File: config.mk
export PLATFORM = sky130hd
export DESIGN_NAME = tlv_sensor_frame_parser
export DESIGN_NICKNAME = d
export VERILOG_FILES = /design/src/tsfp_pkg.sv /design/src/tlv_sensor_frame_parser.sv /design/src/tsfp_cfg_regs.sv /design/src/tsfp_field_parser.sv
export SDC_FILE = /design/constraint.sdc
export NUM_CORES = 1
export LEC_CHECK = 0
export BUFFER_PORTS_ARGS = -buffer_cell sky130_fd_sc_hd__buf_2
export CAP_MARGIN = 10
export CORE_MARGIN = 3
export CORE_UTILIZATION = 50
export CTS_BUF_LIST = sky130_fd_sc_hd__clkbuf_8
export DETAILED_ROUTE_END_ITERATION = 16
export GPL_TIMING_DRIVEN = 1
export PLACE_DENSITY = 0.72
export SLEW_MARGIN = 20
export SYNTH_ARGS = -nofsm -noshare
export SYNTH_HDL_FRONTEND = slang
export SYNTH_HIERARCHICAL = 1
export SYNTH_SLANG_ARGS = --single-unit
File: constraint.sdc
create_clock -name clk -period 10.87 [get_ports clk]
set_input_delay 1.6305 -clock clk [delete_from_list [all_inputs] [get_ports clk]]
set_output_delay 1.6305 -clock clk [all_outputs]
set_load 0.01 [all_outputs]
File: src/tsfp_pkg.sv
package tsfp_pkg;

  // Field labels carried with every byte
  typedef enum logic [2:0] {
    KIND_HEADER    = 3'd0,
    KIND_TAG       = 3'd1,
    KIND_LENGTH    = 3'd2,
    KIND_DEVID     = 3'd3,
    KIND_TIME      = 3'd4,
    KIND_TEMP_INT  = 3'd5,
    KIND_TEMP_FRAC = 3'd6,
    KIND_CRC       = 3'd7
  } kind_t;

  // Frame status codes
  typedef enum logic [2:0] {
    ST_RUN     = 3'd0,
    ST_OK      = 3'd1,
    ST_BAD_HDR = 3'd2,
    ST_BAD_TAG = 3'd3,
    ST_BAD_LEN = 3'd4,
    ST_BAD_CRC = 3'd5,
    ST_IGNORED = 3'd6
  } status_t;

  // Register indexes, taken from paddr[2]
  localparam logic REG_HEADER = 1'b0;
  localparam logic REG_TAG    = 1'b1;

  localparam int unsigned IDX_W  = 5;
  localparam int unsigned TEMP_W = 15;

  localparam logic [15:0] CRC_INIT    = 16'hFFFF;
  localparam logic [15:0] CRC_POLY    = 16'h1021;
  localparam logic [15:0] CRC_MSB     = 16'h8000;
  localparam logic [TEMP_W-1:0] TEMP_SCALE = 15'd100;

  localparam logic [7:0] TAG_RESET = 8'h01;

  // One result word, parser to output register
  typedef struct packed {
    kind_t             field_kind;
    logic [IDX_W-1:0]  field_byte_index;
    logic [7:0]        data_out;
    logic              frame_done;
    status_t           status;
    logic [TEMP_W-1:0] temperature_hundredths;
  } result_t;

  // CRC-16, poly 0x1021, MSB first, one byte
  function automatic logic [15:0] crc16_byte(input logic [15:0] crc, input logic [7:0] b);
    logic [15:0] c;
    c = crc ^ {b, 8'h00};
    for (int k = 0; k < 8; k++) begin
      if ((c & CRC_MSB) != 16'h0000) begin
        c = {c[14:0], 1'b0} ^ CRC_POLY;
      end else begin
        c = {c[14:0], 1'b0};
      end
    end
    return c;
  endfunction

endpackage

File: src/tlv_sensor_frame_parser.sv
// Channel | Handshake          | Payload
// input   | in_valid, in_stall | byte_in, frame_start
// output  | out_valid, out_stall | field_kind, field_byte_index, data_out,
//         |                    | frame_done, status, temperature_hundredths
// config  | APB write/read     | paddr, pwdata, prdata (expected_header, expected_tag)
//
// One byte per cycle sustained while out_stall is low; each word passes through
// the input register, then the result register.
// The CRC-16 byte update and field decode are combinational between the two registers.
// Synchronous active-high reset: parser idle, CRC at 0xFFFF, tag register 0x01.
// out_stall holds the result register and, through in_stall, the input register.
module tlv_sensor_frame_parser #(
  parameter int unsigned DEVICE_ID_BYTES = 8,
  parameter int unsigned TIME_TEXT_BYTES = 20
) (
  input  logic        clk,
  input  logic        rst,
  input  logic        in_valid,
  output logic        in_stall,
  input  logic [7:0]  byte_in,
  input  logic        frame_start,
  output logic        out_valid,
  input  logic        out_stall,
  output logic [2:0]  field_kind,
  output logic [4:0]  field_byte_index,
  output logic [7:0]  data_out,
  output logic        frame_done,
  output logic [2:0]  status,
  output logic [14:0] temperature_hundredths,
  input  logic        psel,
  input  logic        penable,
  input  logic        pwrite,
  input  logic [2:0]  paddr,
  input  logic [31:0] pwdata,
  output logic [31:0] prdata,
  output logic        pready
);

  logic               advance;
  logic               step;
  logic               in_q_valid;
  logic [7:0]         byte_q;
  logic               start_q;
  logic [15:0]        expected_header;
  logic [7:0]         expected_tag;
  tsfp_pkg::result_t  res;
  tsfp_pkg::result_t  out_q;

  // Pipeline moves whenever the result register is free or drained
  assign advance  = !(out_valid && out_stall);
  assign in_stall = !advance;
  assign step     = advance && in_q_valid;

  tsfp_cfg_regs u_regs (
    .clk             (clk),
    .rst             (rst),
    .psel            (psel),
    .penable         (penable),
    .pwrite          (pwrite),
    .paddr           (paddr),
    .pwdata          (pwdata),
    .prdata          (prdata),
    .pready          (pready),
    .expected_header (expected_header),
    .expected_tag    (expected_tag)
  );

  // Input register
  always_ff @(posedge clk) begin
    if (rst) begin
      in_q_valid <= 1'b0;
    end else if (advance) begin
      in_q_valid <= in_valid;
    end
  end

  always_ff @(posedge clk) begin
    if (advance && in_valid) begin
      byte_q  <= byte_in;
      start_q <= frame_start;
    end
  end

  tsfp_field_parser #(
    .DEVICE_ID_BYTES (DEVICE_ID_BYTES),
    .TIME_TEXT_BYTES (TIME_TEXT_BYTES)
  ) u_parser (
    .clk             (clk),
    .rst             (rst),
    .step            (step),
    .byte_q          (byte_q),
    .start_q         (start_q),
    .expected_header (expected_header),
    .expected_tag    (expected_tag),
    .res             (res)
  );

  // Result register
  always_ff @(posedge clk) begin
    if (rst) begin
      out_valid <= 1'b0;
    end else if (advance) begin
      out_valid <= in_q_valid;
    end
  end

  always_ff @(posedge clk) begin
    if (step) begin
      out_q <= res;
    end
  end

  assign field_kind             = out_q.field_kind;
  assign field_byte_index       = out_q.field_byte_index;
  assign data_out               = out_q.data_out;
  assign frame_done             = out_q.frame_done;
  assign status                 = out_q.status;
  assign temperature_hundredths = out_q.temperature_hundredths;

`ifndef SYNTHESIS
  a_word_moves: assert property (@(posedge clk) disable iff (rst)
    step |=> out_valid)
    else $error("parsed word did not reach result register");

  a_hold_input: assert property (@(posedge clk) disable iff (rst)
    out_valid && out_stall |=> $stable(in_q_valid))
    else $error("input register moved while output stalled");

  a_no_phantom: assert property (@(posedge clk) disable iff (rst)
    advance && !in_q_valid |=> !out_valid)
    else $error("result word without input word");
`endif

endmodule

File: src/tsfp_cfg_regs.sv
module tsfp_cfg_regs (
  input  logic        clk,
  input  logic        rst,
  input  logic        psel,
  input  logic        penable,
  input  logic        pwrite,
  input  logic [2:0]  paddr,
  input  logic [31:0] pwdata,
  output logic [31:0] prdata,
  output logic        pready,
  output logic [15:0] expected_header,
  output logic [7:0]  expected_tag
);

  logic wr_en;

  assign pready = 1'b1;
  assign wr_en  = psel && penable && pwrite;

  // Register writes
  always_ff @(posedge clk) begin
    if (rst) begin
      expected_header <= 16'h0000;
      expected_tag    <= tsfp_pkg::TAG_RESET;
    end else if (wr_en) begin
      unique case (paddr[2])
        tsfp_pkg::REG_HEADER: expected_header <= pwdata[15:0];
        tsfp_pkg::REG_TAG:    expected_tag    <= pwdata[7:0];
        default: ;
      endcase
    end
  end

  // Read back
  always_comb begin
    unique case (paddr[2])
      tsfp_pkg::REG_HEADER: prdata = {16'h0000, expected_header};
      tsfp_pkg::REG_TAG:    prdata = {24'h000000, expected_tag};
      default:              prdata = 32'h0000_0000;
    endcase
  end

endmodule

File: src/tsfp_field_parser.sv
module tsfp_field_parser #(
  parameter int unsigned DEVICE_ID_BYTES = 8,
  parameter int unsigned TIME_TEXT_BYTES = 20
) (
  input  logic                clk,
  input  logic                rst,
  input  logic                step,
  input  logic [7:0]          byte_q,
  input  logic                start_q,
  input  logic [15:0]         expected_header,
  input  logic [7:0]          expected_tag,
  output tsfp_pkg::result_t   res
);

  localparam int unsigned OFF_DEV   = 5;
  localparam int unsigned OFF_TIME  = OFF_DEV + DEVICE_ID_BYTES;
  localparam int unsigned OFF_TINT  = OFF_TIME + TIME_TEXT_BYTES;
  localparam int unsigned OFF_TFRAC = OFF_TINT + 1;
  localparam int unsigned OFF_CRC   = OFF_TFRAC + 1;
  localparam int unsigned POS_W     = $clog2(OFF_CRC + 2);
  localparam logic [15:0] LEN_EXPECTED = 16'(DEVICE_ID_BYTES + TIME_TEXT_BYTES + 2);
  localparam int unsigned TEMP_W_L  = tsfp_pkg::TEMP_W;

  localparam logic [POS_W-1:0] P_HDR1  = POS_W'(1);
  localparam logic [POS_W-1:0] P_TAG   = POS_W'(2);
  localparam logic [POS_W-1:0] P_LEN0  = POS_W'(3);
  localparam logic [POS_W-1:0] P_LEN1  = POS_W'(4);
  localparam logic [POS_W-1:0] P_DEV   = POS_W'(OFF_DEV);
  localparam logic [POS_W-1:0] P_TIME  = POS_W'(OFF_TIME);
  localparam logic [POS_W-1:0] P_TLAST = POS_W'(OFF_TINT - 1);
  localparam logic [POS_W-1:0] P_TINT  = POS_W'(OFF_TINT);
  localparam logic [POS_W-1:0] P_TFRAC = POS_W'(OFF_TFRAC);
  localparam logic [POS_W-1:0] P_CRC   = POS_W'(OFF_CRC);
  localparam logic [POS_W-1:0] P_CRC1  = POS_W'(OFF_CRC + 1);

  logic [POS_W-1:0] byte_position, byte_position_next;
  logic             in_frame, in_frame_next;
  logic [15:0]      crc_accumulator, crc_accumulator_next;
  logic [7:0]       held_high_byte, held_high_byte_next;
  logic [7:0]       temperature_integer, temperature_integer_next;
  logic [7:0]       temperature_frac, temperature_frac_next;

  logic [POS_W-1:0] pos;
  logic [15:0]      crc_cur;
  logic [15:0]      crc_upd;
  logic [7:0]       held_cur;
  logic             active;
  logic [TEMP_W_L-1:0] temp_calc;

  // Start marker restarts the frame at this byte
  assign pos      = start_q ? '0 : byte_position;
  assign crc_cur  = start_q ? tsfp_pkg::CRC_INIT : crc_accumulator;
  assign held_cur = start_q ? 8'h00 : held_high_byte;
  assign active   = start_q || in_frame;
  assign crc_upd  = tsfp_pkg::crc16_byte(crc_cur, byte_q);
  assign temp_calc = TEMP_W_L'(temperature_integer) * tsfp_pkg::TEMP_SCALE
                   + TEMP_W_L'(temperature_frac);

  // Label the byte, run the checks, update the frame state
  always_comb begin
    res                      = '0;
    res.status               = tsfp_pkg::ST_RUN;
    res.data_out             = byte_q;
    byte_position_next       = byte_position;
    in_frame_next            = in_frame;
    crc_accumulator_next     = crc_accumulator;
    held_high_byte_next      = held_high_byte;
    temperature_integer_next = start_q ? 8'h00 : temperature_integer;
    temperature_frac_next    = start_q ? 8'h00 : temperature_frac;

    if (!active) begin
      res.data_out = 8'h00;
      res.status   = tsfp_pkg::ST_IGNORED;
    end else begin
      in_frame_next        = 1'b1;
      held_high_byte_next  = held_cur;
      crc_accumulator_next = (pos < P_CRC) ? crc_upd : crc_cur;

      if (pos < P_TAG) begin
        res.field_kind       = tsfp_pkg::KIND_HEADER;
        res.field_byte_index = tsfp_pkg::IDX_W'(pos);
        held_high_byte_next  = byte_q;
        if (pos == P_HDR1 && {held_cur, byte_q} != expected_header) begin
          res.status     = tsfp_pkg::ST_BAD_HDR;
          res.frame_done = 1'b1;
        end
      end else if (pos == P_TAG) begin
        res.field_kind = tsfp_pkg::KIND_TAG;
        if (byte_q != expected_tag) begin
          res.status     = tsfp_pkg::ST_BAD_TAG;
          res.frame_done = 1'b1;
        end
      end else if (pos < P_DEV) begin
        res.field_kind       = tsfp_pkg::KIND_LENGTH;
        res.field_byte_index = tsfp_pkg::IDX_W'(pos - P_LEN0);
        held_high_byte_next  = byte_q;
        if (pos == P_LEN1 && {held_cur, byte_q} != LEN_EXPECTED) begin
          res.status     = tsfp_pkg::ST_BAD_LEN;
          res.frame_done = 1'b1;
        end
      end else if (pos < P_TIME) begin
        res.field_kind       = tsfp_pkg::KIND_DEVID;
        res.field_byte_index = tsfp_pkg::IDX_W'(pos - P_DEV);
      end else if (pos < P_TINT) begin
        res.field_kind       = tsfp_pkg::KIND_TIME;
        res.field_byte_index = tsfp_pkg::IDX_W'(pos - P_TIME);
        if (pos == P_TLAST) begin
          res.data_out = 8'h00;
        end
      end else if (pos == P_TINT) begin
        res.field_kind           = tsfp_pkg::KIND_TEMP_INT;
        temperature_integer_next = byte_q;
      end else if (pos == P_TFRAC) begin
        res.field_kind      = tsfp_pkg::KIND_TEMP_FRAC;
        held_high_byte_next = byte_q;
      end else begin
        res.field_kind       = tsfp_pkg::KIND_CRC;
        res.field_byte_index = tsfp_pkg::IDX_W'(pos - P_CRC);
        held_high_byte_next  = byte_q;
        if (pos == P_CRC) begin
          // fraction byte moves out of the holding register
          temperature_frac_next = held_cur;
        end else begin
          res.frame_done = 1'b1;
          if ({held_cur, byte_q} != crc_cur) begin
            res.status = tsfp_pkg::ST_BAD_CRC;
          end else begin
            res.status                 = tsfp_pkg::ST_OK;
            res.temperature_hundredths = temp_calc;
          end
        end
      end

      // Go idle after a done word
      if (res.frame_done) begin
        in_frame_next      = 1'b0;
        byte_position_next = '0;
      end else begin
        byte_position_next = pos + POS_W'(1);
      end
    end
  end

  // Frame state registers
  always_ff @(posedge clk) begin
    if (rst) begin
      byte_position       <= '0;
      in_frame            <= 1'b0;
      crc_accumulator     <= tsfp_pkg::CRC_INIT;
      held_high_byte      <= 8'h00;
      temperature_integer <= 8'h00;
      temperature_frac    <= 8'h00;
    end else if (step) begin
      byte_position       <= byte_position_next;
      in_frame            <= in_frame_next;
      crc_accumulator     <= crc_accumulator_next;
      held_high_byte      <= held_high_byte_next;
      temperature_integer <= temperature_integer_next;
      temperature_frac    <= temperature_frac_next;
    end
  end

`ifndef SYNTHESIS
  a_done_goes_idle: assert property (@(posedge clk) disable iff (rst)
    step && res.frame_done |=> !in_frame && byte_position == '0)
    else $error("parser still in frame after done word");

  a_running_stays: assert property (@(posedge clk) disable iff (rst)
    step && !res.frame_done && res.status == tsfp_pkg::ST_RUN |=> in_frame)
    else $error("parser left frame without done word");

  a_ok_on_crc: assert property (@(posedge clk) disable iff (rst)
    res.status == tsfp_pkg::ST_OK |-> res.field_kind == tsfp_pkg::KIND_CRC && res.frame_done)
    else $error("ok status outside last crc byte");

  a_pos_bound: assert property (@(posedge clk) disable iff (rst)
    in_frame |-> byte_position <= P_CRC1)
    else $error("byte position past end of frame");
`endif

endmodule

==> summary by stage, run 1 <==
Drt
For this block, the initial DRC count from the detailed router was 385. In the final routed layout, each cell accounts on average for roughly 16 um. The via density per instance is between 5 and 6.

The count of nets left with antenna violations once routing finished came out at 0. The detailed-routing iteration count for the pre-antenna-repair pass is 5. The total routed wirelength is approximately 16 mm.

In the routed design, unresolved DRC markers number 0. Detailed routing inserted a total of 5,743 vias.

Worst setup path
The depth of the worst register-to-register path is 11. In this run the worst path has a maximum fanout of 18. The worst setup path is launched from an input port. The endpoint type of the worst setup path is an output pin. The critical path start-end classification is input port to output pin. Data on the critical path arrives at its endpoint at 2.50 ns. The required time of the critical path is 9.24 ns.

Global routing
The first global-routing pass estimated 26.8 mm of wire. The total congestion overflow is 0. Entering global routing, the biggest net connects 92 pins.

The overall global routing resource usage is 20.6%. The number of antenna violations at the first check in global routing is 0. The via count of the first global-routing pass was around 5,500.

Synthesis
Synthesis produced a netlist whose cell count is 760. A synthesized cell averages 9.51 um2. The mapped netlist covers 0.00723 mm2. The flip-flop and latch count after synthesis is 117. After synthesis, the share of flip-flops with an asynchronous set or reset is 0%. For this run, the number of Yosys warnings is 6.

The synthesized design contains 44 enable-type register cells. Sequential cells were found to cover 38.5% of the synthesized design area. The distinct cell type count after synthesis is 70. Among all flip-flop cells after synthesis, the most frequent one is sky130_fd_sc_hd__dfxtp_1.

Die
In this run the core area contains 43 standard-cell rows. The total die area is approximately 0.016 mm2. The number of placed I/O pins is 121. The starting utilization of the core area is 51.7%. The core region area is 0.0140 mm2. The die span in x is 126 um. The overall die height is between 100 and 150 um.

Hold path
Counting instances, the worst hold path has a depth of 2. The worst hold path belongs to the class flop to flop.

Clock network
TritonCTS created 17 clock buffers. The number of H-tree levels is 4. The clock sink total is 117. Buffers inserted to repair hold after CTS numbered 0. The clock tree from TritonCTS is done. The number of instances resized during post-cts repair is 0. The clock slew seen by the registers of the worst setup and hold paths is 0.07 ns. The tree is rooted in a sky130_fd_sc_hd__clkbuf_8.

The number of setup buffers added after CTS is 0. The clock latency at the later pin of the worst-skew pair is 0.45 ns. The buffer depth of the longest clock path is 2.

Timing
The final critical delay including setup and external delays is 4.13 ns. The share of the cycle needed by the critical path after routing is 38.0%. Setup repair after global routing left no endpoint under its margin.

The maximum frequency from static timing analysis is between 200 and 250 MHz. The number of hold-slack violations in the final timing report is 0. The relative max-transition margin is between 30% and 40%. At the pin with the least slew margin, the transition time is 1.01 ns. The number of max-slew violations in the final report is 0. The accumulated negative setup slack is 0 ns. The final setup violation count is 0. Between clock sinks in the finished design, the worst skew comes to 0.0116 ns.

Finish
The layout has around 1,300 filler cells. The final-stage net count is 915. In the final layout, flip-flops and latches occupy around 0.0028 mm2.

The area used by multi-input combinational logic is 0.00406 mm2. The area added between synthesis and finish is 10.8%. The layout cell share with drive strength beyond 1 is 17.4%. The number of inserted diodes is 0.

Power
The total power after layout is 982 uW. Sequential cells account for 49.9% of the total power. The portion of total power attributed to the clock network is 40.0%.

In this run the power spent charging and discharging nets is 249 uW. The power per cell area is 123 mW/mm2. The internal portion of the total power is 732 uW. VDD sags by at most between 0.07 and 0.08 mV. The net switching share of the total power is approximately a quarter. The leakage power summed over all cells is 3.26 nW. The combinational group share of total power is 10.1%.

Job
The tool flagged a number of max-cap violations equal to 0.

Placed design
The detailed placer's ending HPWL is 11.5 mm. The weighted congestion at the end of routability-driven global placement is 0.877. The count of buffers added on input and output ports is 85.

Status
The run finished with clean final reports.
==> layout by cell type, fill, tap and decap left out, types with 12 or more instances in the layout <==
cell type,Yosys,layout
sky130_fd_sc_hd__nand2_1,20,20
sky130_fd_sc_hd__nor2_1,101,101
sky130_fd_sc_hd__o21ai_0,12,12
sky130_fd_sc_hd__mux2i_1,32,32
sky130_fd_sc_hd__nor2b_1,15,15
sky130_fd_sc_hd__dfxtp_1,73,73
sky130_fd_sc_hd__xnor2_1,53,53
sky130_fd_sc_hd__inv_1,27,29
sky130_fd_sc_hd__buf_2,14,85
sky130_fd_sc_hd__edfxtp_1,44,44
sky130_fd_sc_hd__clkbuf_8,0,20
sky130_fd_sc_hd__nor3_1,15,15
sky130_fd_sc_hd__a21oi_1,28,28
sky130_fd_sc_hd__ha_1,40,40
sky130_fd_sc_hd__nand4_1,13,13
sky130_fd_sc_hd__conb_1,2,17
sky130_fd_sc_hd__a211o_1,16,16
sky130_fd_sc_hd__nand2b_1,42,42
sky130_fd_sc_hd__a22oi_1,19,19
sky130_fd_sc_hd__xor2_1,25,25
==> logic make-up (layout without fill, tap and decap cells) <==
logic type / count (synthesis) / in the layout / synth area share [%]
and+or+nand+nor: 258 / 258 / 18.7
xor gates and xnor gates: 78 / 78 / 9.45
buffers and inverters: 89 / 147 / 6.27
DFF: 117 / 117 / 38.5
other: 2 / 17 / 0.104
muxes: 42 / 42 / 5.99
adders and majority gates: 44 / 44 / 8.03
AOI/OAI and AO/OA: 130 / 130 / 12.9
==> cell usage after synthesis (all sizes together), types with 19 or more instances <==
cell type,n,area share [%]
clkbuf,25,1.3
nor2,102,5.4
a21oi,28,1.9
a22oi,19,2.0
xnor2,53,6.4
edfxtp,44,18
nand2,20,1.0
ha,40,6.9
xor2,25,3.0
dfxtp,73,20
mux2i,32,4.4
buf,37,3.5
nand2b,42,3.6
inv,27,1.4
==> critical path: stages <==
cell	delay (ns)
sky130_fd_sc_hd__buf_2	0.32
sky130_fd_sc_hd__mux2_2	0.40
sky130_fd_sc_hd__buf_2	0.14
==> registers in the layout, summed over array words and instances, names as in the netlist, 3 cells and up <==
name and flops:
byte_q 8, data_out 8, field_byte_index 5, field_kind 3, status 3, temperature_hundredths 15, u_parser/byte_position 6, u_parser/crc_accumulator 16
u_parser/held_high_byte 8, u_parser/temperature_frac 8, u_parser/temperature_integer 8, u_regs/expected_header 16, u_regs/expected_tag 8
==> power groups by stage <==
stage | combinational [mW] | clock [mW] | sequential (mW)
after floorplan | 0.0832 | 0 | 0.490
after global placement | 0.0957 | 0 | 0.499
after detailed placement | 0.0988 | 0 | 0.500
after CTS | 0.0993 | 0.401 | 0.490
after global routing | 0.110 | 0.420 | 0.492
final | 0.0993 | 0.392 | 0.490
==> per-layer routing <==
layer | wire, um | GRT usage (%)
met1 | 7400 | 27.3
met2 | 7690 | 33.7
met3 | 880 | 4.20
met4 | 242 | 7.38
met5 | 0 | 0
==> worst paths after layout <==
check / from / end / slack (ns)
min reg2reg: u_parser/byte_position[0] / u_parser/byte_position[0] / 0.50
max reg2reg: u_parser/temperature_integer[3] / temperature_hundredths[14] / 7.20
max: paddr[2] / prdata[6] / 6.74
min: u_parser/byte_position[0] / u_parser/byte_position[0] / 0.50
==> area by class of cell <==
cell class                 instances  share of cell area [%]
sequential                       117                    34.8
timing repair buffer              88                    5.59
tap                              180                    2.81
multi-input combinational        569                    50.8
clock inverter                    12                    1.39
clock buffer                      20                    3.44
inverter                          27                    1.27
==> per-stage QoR <==
| stage | setup slack (ns) | hold WS (ns) | util (%) | instance area [um2] | cells |
|---|---|---|---|---|---|
| 6_report | 6.74 | 0.501 | 57.2 | 8010 | 1013 |
| 3_5_place_dp | 6.73 | 0.498 | 54.5 | 7620 | 981 |
| 4_1_cts | 6.73 | 0.510 | 57.2 | 8010 | 1013 |
| 5_1_grt | 6.69 | 0.536 | 57.2 | 8010 | 1013 |
| 2_1_floorplan | 6.72 | 0.442 | - | 7280 | 775 |
| 3_3_place_gp | 6.74 | 0.465 | 54.4 | 7610 | 981 |
No activity file was read; power rests on OpenSTA's default activity.
==> inputs of run 2 (changes only) <==
Settings changed: ABC_AREA from default to 1, PLACE_DENSITY 0.72 to 0.74.
Clock period 10.87 ns to 3.3 ns, I/O delays scaled along.
==> run 2 against run 1 <==
Area after synthesis up 10%. Hold slack worse by 0.28 ns. Flip-flop and latch count unchanged. Combinational power rose to 5.9 times the previous value. Routed wire length up 20%. Final cell count up 38%. Synthesized cell count up 43%. Clock skew down 0.0028 ns. Sequential share of layout area down 3.6 points. Critical path depth up 12. First-iteration DRC count up 63%. Critical path type is now flop to flop. Largest power group unchanged. Highest routed layer unchanged.
==> summary by stage, run 2 <==
Global routing
The global-route wire length before repair is 31.3 mm (was 26.8 mm). The total congestion overflow is 0 (unchanged). The number of antenna violations at the first check in global routing is 0 (unchanged).

The via count of the first global-routing pass is 6,537 (was 5,492). The overall global routing resource usage is 22.1% (was 20.6%). The pin count of the biggest net entering global routing is 52 (was 92).

Placed design
The total cell area at the placement stage is 0.00848 mm2 (was 0.00762 mm2). The worst slack at placement was 0.0175 ns (was 6.73 ns). The number of buffers added on ports is 85 (unchanged).

The weighted congestion at the end of routability-driven global placement is 0.955 (was 0.877). The detailed placer's ending HPWL came to 14.0 mm (was 11.5 mm).

Worst setup path
The data arrival time of the critical path was 3.36 ns (was 2.50 ns). The critical path start-end classification is flop to flop (was input port to output pin). The largest fanout of any net on the critical path came to 5 (was 18). The startpoint type of the worst setup path is a flop (was input port). The critical path capture point is temperature_hundredths[14] (was prdata[6]).

The depth of the worst register-to-register path is 15 (was 11). Critical path, cell by cell: buf_4 > ha_1 > ha_1 > fa_1 > ha_4 > nand3_1 > nand2_1 > or2_2 > nand2_1 > nor2_4 > nand2_1 > a21oi_1 > nand2_1 > nor2_1 > nor2_1 (was buf_2 > mux2_2 > buf_2). The endpoint type of the worst setup path is a flop (was output pin). The origin of the worst setup path is u_parser/temperature_integer[2] (was paddr[2]).

The worst-path cell with the longest stage delay is sky130_fd_sc_hd__fa_1 (was sky130_fd_sc_hd__mux2_2). The reg-to-reg critical path startpoint was u_parser/temperature_integer[2] (was u_parser/temperature_integer[3]). The reg-to-reg setup timing slack is 0.15 ns (was 7.20 ns). The capturing point of the worst reg2reg path is temperature_hundredths[14] (unchanged). The most prevalent standard cell on the critical path is sky130_fd_sc_hd__nand2_1 (was sky130_fd_sc_hd__buf_2). The largest stage delay on the critical path was 0.48 ns (was 0.40 ns).

The required time of the critical path is 3.51 ns (was 9.24 ns).

Synthesis
Commonest cells post-synth: 217 x sky130_fd_sc_hd__nand2_1, 145 x sky130_fd_sc_hd__inv_1, 142 x sky130_fd_sc_hd__nor2_1, 73 x sky130_fd_sc_hd__dfxtp_1, 71 x sky130_fd_sc_hd__nand3_1 (was 101 x sky130_fd_sc_hd__nor2_1, 73 x sky130_fd_sc_hd__dfxtp_1, 53 x sky130_fd_sc_hd__xnor2_1, 44 x sky130_fd_sc_hd__edfxtp_1, 42 x sky130_fd_sc_hd__nand2b_1). The number of enable flip-flop cells after synthesis is 44 (unchanged). The synthesized netlist cell count is 1,087 (was 760). The area fraction in compound gates after synthesis came to 11.4% (was 12.9%). The portion of netlist area occupied by mux cells came to 0% (was 5.99%). The share of the synthesized netlist area taken by xor and xnor gates was 5.77% (was 9.45%).

The dominant combinational cell family by area after synthesis was simple AND/OR/NAND/NOR gates (unchanged). Ranking of synthesized cells by area: sky130_fd_sc_hd__dfxtp_1 18%, sky130_fd_sc_hd__edfxtp_1 17%, sky130_fd_sc_hd__nand2_1 10% (was sky130_fd_sc_hd__dfxtp_1 20%, sky130_fd_sc_hd__edfxtp_1 18%, sky130_fd_sc_hd__ha_1 6.9%). The flip-flop cell with the highest count after synthesis was sky130_fd_sc_hd__dfxtp_1 (unchanged). The most repeated cell in the gate-level netlist after synthesis is sky130_fd_sc_hd__nand2_1 (was sky130_fd_sc_hd__nor2_1). The mean instance size in the synthesized netlist came to 7.34 um2 (was 9.51 um2). The cell taking the most area after synthesis is sky130_fd_sc_hd__dfxtp_1 (unchanged). The area of the mapped netlist was 0.00798 mm2 (was 0.00723 mm2). The distinct cell type count after synthesis is 52 (was 70). The area share of the largest cell type after synthesis was 18.3% (was 20.2%). The flip-flop and latch count after synthesis is 117 (unchanged).

The share of synthesized cell area in full adder, half adder and majority cells came to 7.28% (was 8.03%). The simple logic cell fraction of the synthesized area was 28.2% (was 18.7%). The async set-reset flop share out of synthesis is 0% (unchanged). The register area share after synthesis is 34.9% (was 38.5%). The count of yosys warnings during synthesis came to 6 (unchanged).

Finish
The final-stage net count was 1,264 (was 915). The number of inserted diodes is 0 (unchanged). The layout cell share with drive strength beyond 1 is 18.1% (was 17.4%). Commonest non-fill, non-tap cells in the layout: 216 x sky130_fd_sc_hd__nand2_1, 146 x sky130_fd_sc_hd__inv_1, 139 x sky130_fd_sc_hd__nor2_1 (was 101 x sky130_fd_sc_hd__nor2_1, 85 x sky130_fd_sc_hd__buf_2, 73 x sky130_fd_sc_hd__dfxtp_1).

The area added between synthesis and finish is 12.3% (was 10.8%). The leading cell type in the layout, fill and taps excluded is sky130_fd_sc_hd__nand2_1 (was sky130_fd_sc_hd__nor2_1). The total non-filler cell area in the finished layout is 0.00896 mm2 (was 0.00801 mm2).

Job
The max-cap violation count is 0 (unchanged).

Die
The number of placed I/O pins is 121 (unchanged). The starting utilization of the core area is 51.7% (about the same). The overall die height is 132 um (was 126 um). The die span in x came to 132 um (was 126 um). The core region area is 0.0154 mm2 (was 0.0140 mm2). The number of rows created at floorplan is 45 (was 43).

The total die area is 0.0175 mm2 (was 0.0159 mm2).

Timing
The number of max-slew violations in the final report was 0 (unchanged). The number of hold-slack violations in the final timing report came to 0 (unchanged). The setup skew after layout is 0.00886 ns (was 0.0116 ns). The relative max-transition margin was 47.9% (was 32.5%). The share of the cycle needed by the critical path after routing is 95.6%. Subtracting the final worst setup slack from the clock period gives around 3.2 ns. For this run, the top clock speed supported by timing is approximately 320 MHz. The actual slew at the worst max-slew pin came to 0.780 ns (was 1.01 ns).

The final setup violation count is 0 (unchanged). The post-route worst hold slack is 0.221 ns (was 0.501 ns). The final worst setup slack is 0.145 ns (was 6.74 ns).

Clock network
The clock slew seen by the registers of the worst setup and hold paths is 0.07 ns (about the same). The number of H-tree levels is 4 (unchanged). The root cell of the clock tree was sky130_fd_sc_hd__clkbuf_8 (unchanged). The clock latency at the later pin of the worst-skew pair came to 0.45 ns (about the same). The clock tree from TritonCTS is done (unchanged). The number of buffers added to fix hold violations after cts is 0 (unchanged).

The clock sink total was 117 (unchanged). The buffer depth of the longest clock path is 2 (unchanged). The number of CTS-inserted buffers is 17 (unchanged).

Status
Result of the run: completed (unchanged).

Drt
The number of nets still failing antenna checks after routing is 0 (unchanged). The total via count in the routed design came to 7,159 (was 5,743). The post-detailed-route DRC marker count is 0 (unchanged). The via density per instance is 5.14 (was 5.67). The DRC violation total after the first TritonRoute iteration was 626 (was 385). The total routed wirelength came to 19.5 mm (was 16.2 mm). The detailed-routing iteration count for the pre-antenna-repair pass is 7 (was 5). The detail-routed net length per standard cell is 14.0 um (was 16.0 um).

Power
The leakage power summed over all cells came to 4.19 nW (was 3.26 nW). The power per cell area came to 390 mW/mm2 (was 123 mW/mm2). The largest voltage drop on the vdd net is 0.255 mV (was 0.0703 mV).

Hold path
The worst hold path class is input port to flop (was flop to flop).
-- run 2: cell count changes after synthesis, sizes merged, moves of 17 or more --
cell    change
nand2b     -42
mux2i      -32
o21ai      +46
inv       +126
a22oi      -18
xnor2      -42
nand3      +69
a21oi      +32
nor2       +60
nand2     +212
o211ai     +17
-- run 2: stage by stage --
stage                     power (mW)  instances  util, %  setup TNS [ns]
after global routing            3.65       1393     58.1         -0.0231
after floorplan                 2.07       1102        -               0
after detailed placement        2.22       1361     55.0               0
after CTS                       3.48       1393     57.6               0
after global placement          2.21       1361     55.0               0
final                           3.49       1393     58.1               0
-- run 2: how the worst min path moves through the flow --
stage                           startpoint                           to  slack [ns]  cells past startpoint
3_5_place_dp   u_parser/crc_accumulator[4]  u_parser/crc_accumulator[4]        0.45                      2
5_1_grt                         byte_in[7]                    byte_q[7]        0.19                      1
6_report                        byte_in[7]                    byte_q[7]        0.22                      1
2_1_floorplan  u_parser/crc_accumulator[4]  u_parser/crc_accumulator[4]        0.43                      2
3_3_place_gp   u_parser/crc_accumulator[4]  u_parser/crc_accumulator[4]        0.44                      2
4_1_cts                         byte_in[7]                    byte_q[7]        0.20                      1
-- run 2: cells by family (layout without fill, tap and decap cells) --
| group | Yosys count | in the layout |
|---|---|---|
| flip-flops | 117 | 117 |
| AO/OA/AOI/OAI | 161 | 161 |
| buffers and inverters | 211 | 291 |
| adder cells (fa/ha/maj) | 44 | 44 |
| XOR/XNOR | 50 | 50 |
| AND/OR/NAND/NOR | 502 | 502 |
| other | 2 | 17 |
-- run 2: routing by layer --
metal | GRT usage [%] | share of wire [%] | up-vias | wire [um]
li1 | - | - | 3616 | -
met1 | 28.3 | 43 | 3182 | 8430
met2 | 34.9 | 45 | 302 | 8690
met3 | 5.27 | 8.5 | 59 | 1650
met4 | 11.6 | 3.7 | 0 | 718
met5 | 0 | 0 | - | 0
-- run 2: where the power goes --
part,internal [mW],switching [mW]
logic,0.217,0.372
clock network,0.690,0.583
registers,1.57,0.0602
-- run 2: area by class of cell --
class                   instances  area (um2)
clock inverters                13         114
fillers                      1490        6470
multi-input cells             774        4380
inverters                     154         583
well taps                     211         264
flip-flops and latches        117        2790
clock buffers                  19         262
repair buffers                105         576
-- run 2: what timing repair did --
action                                  4_1_cts  5_1_grt
endpoints found under the setup margin        1        5
resized for setup                             2       18
pin swaps                                     1        5
buffers inserted                              0        0
-- run 2: critical path: cells and delay by family (launching register included) --
kind / cells / cell delay (ns)
AO/OA/AOI/OAI: 1 / 0.12
buffers and inverters: 1 / 0.15
AND/OR/NAND/NOR: 9 / 0.91
flip-flops: 1 / 0.33
adder cells (fa/ha/maj): 4 / 1.42
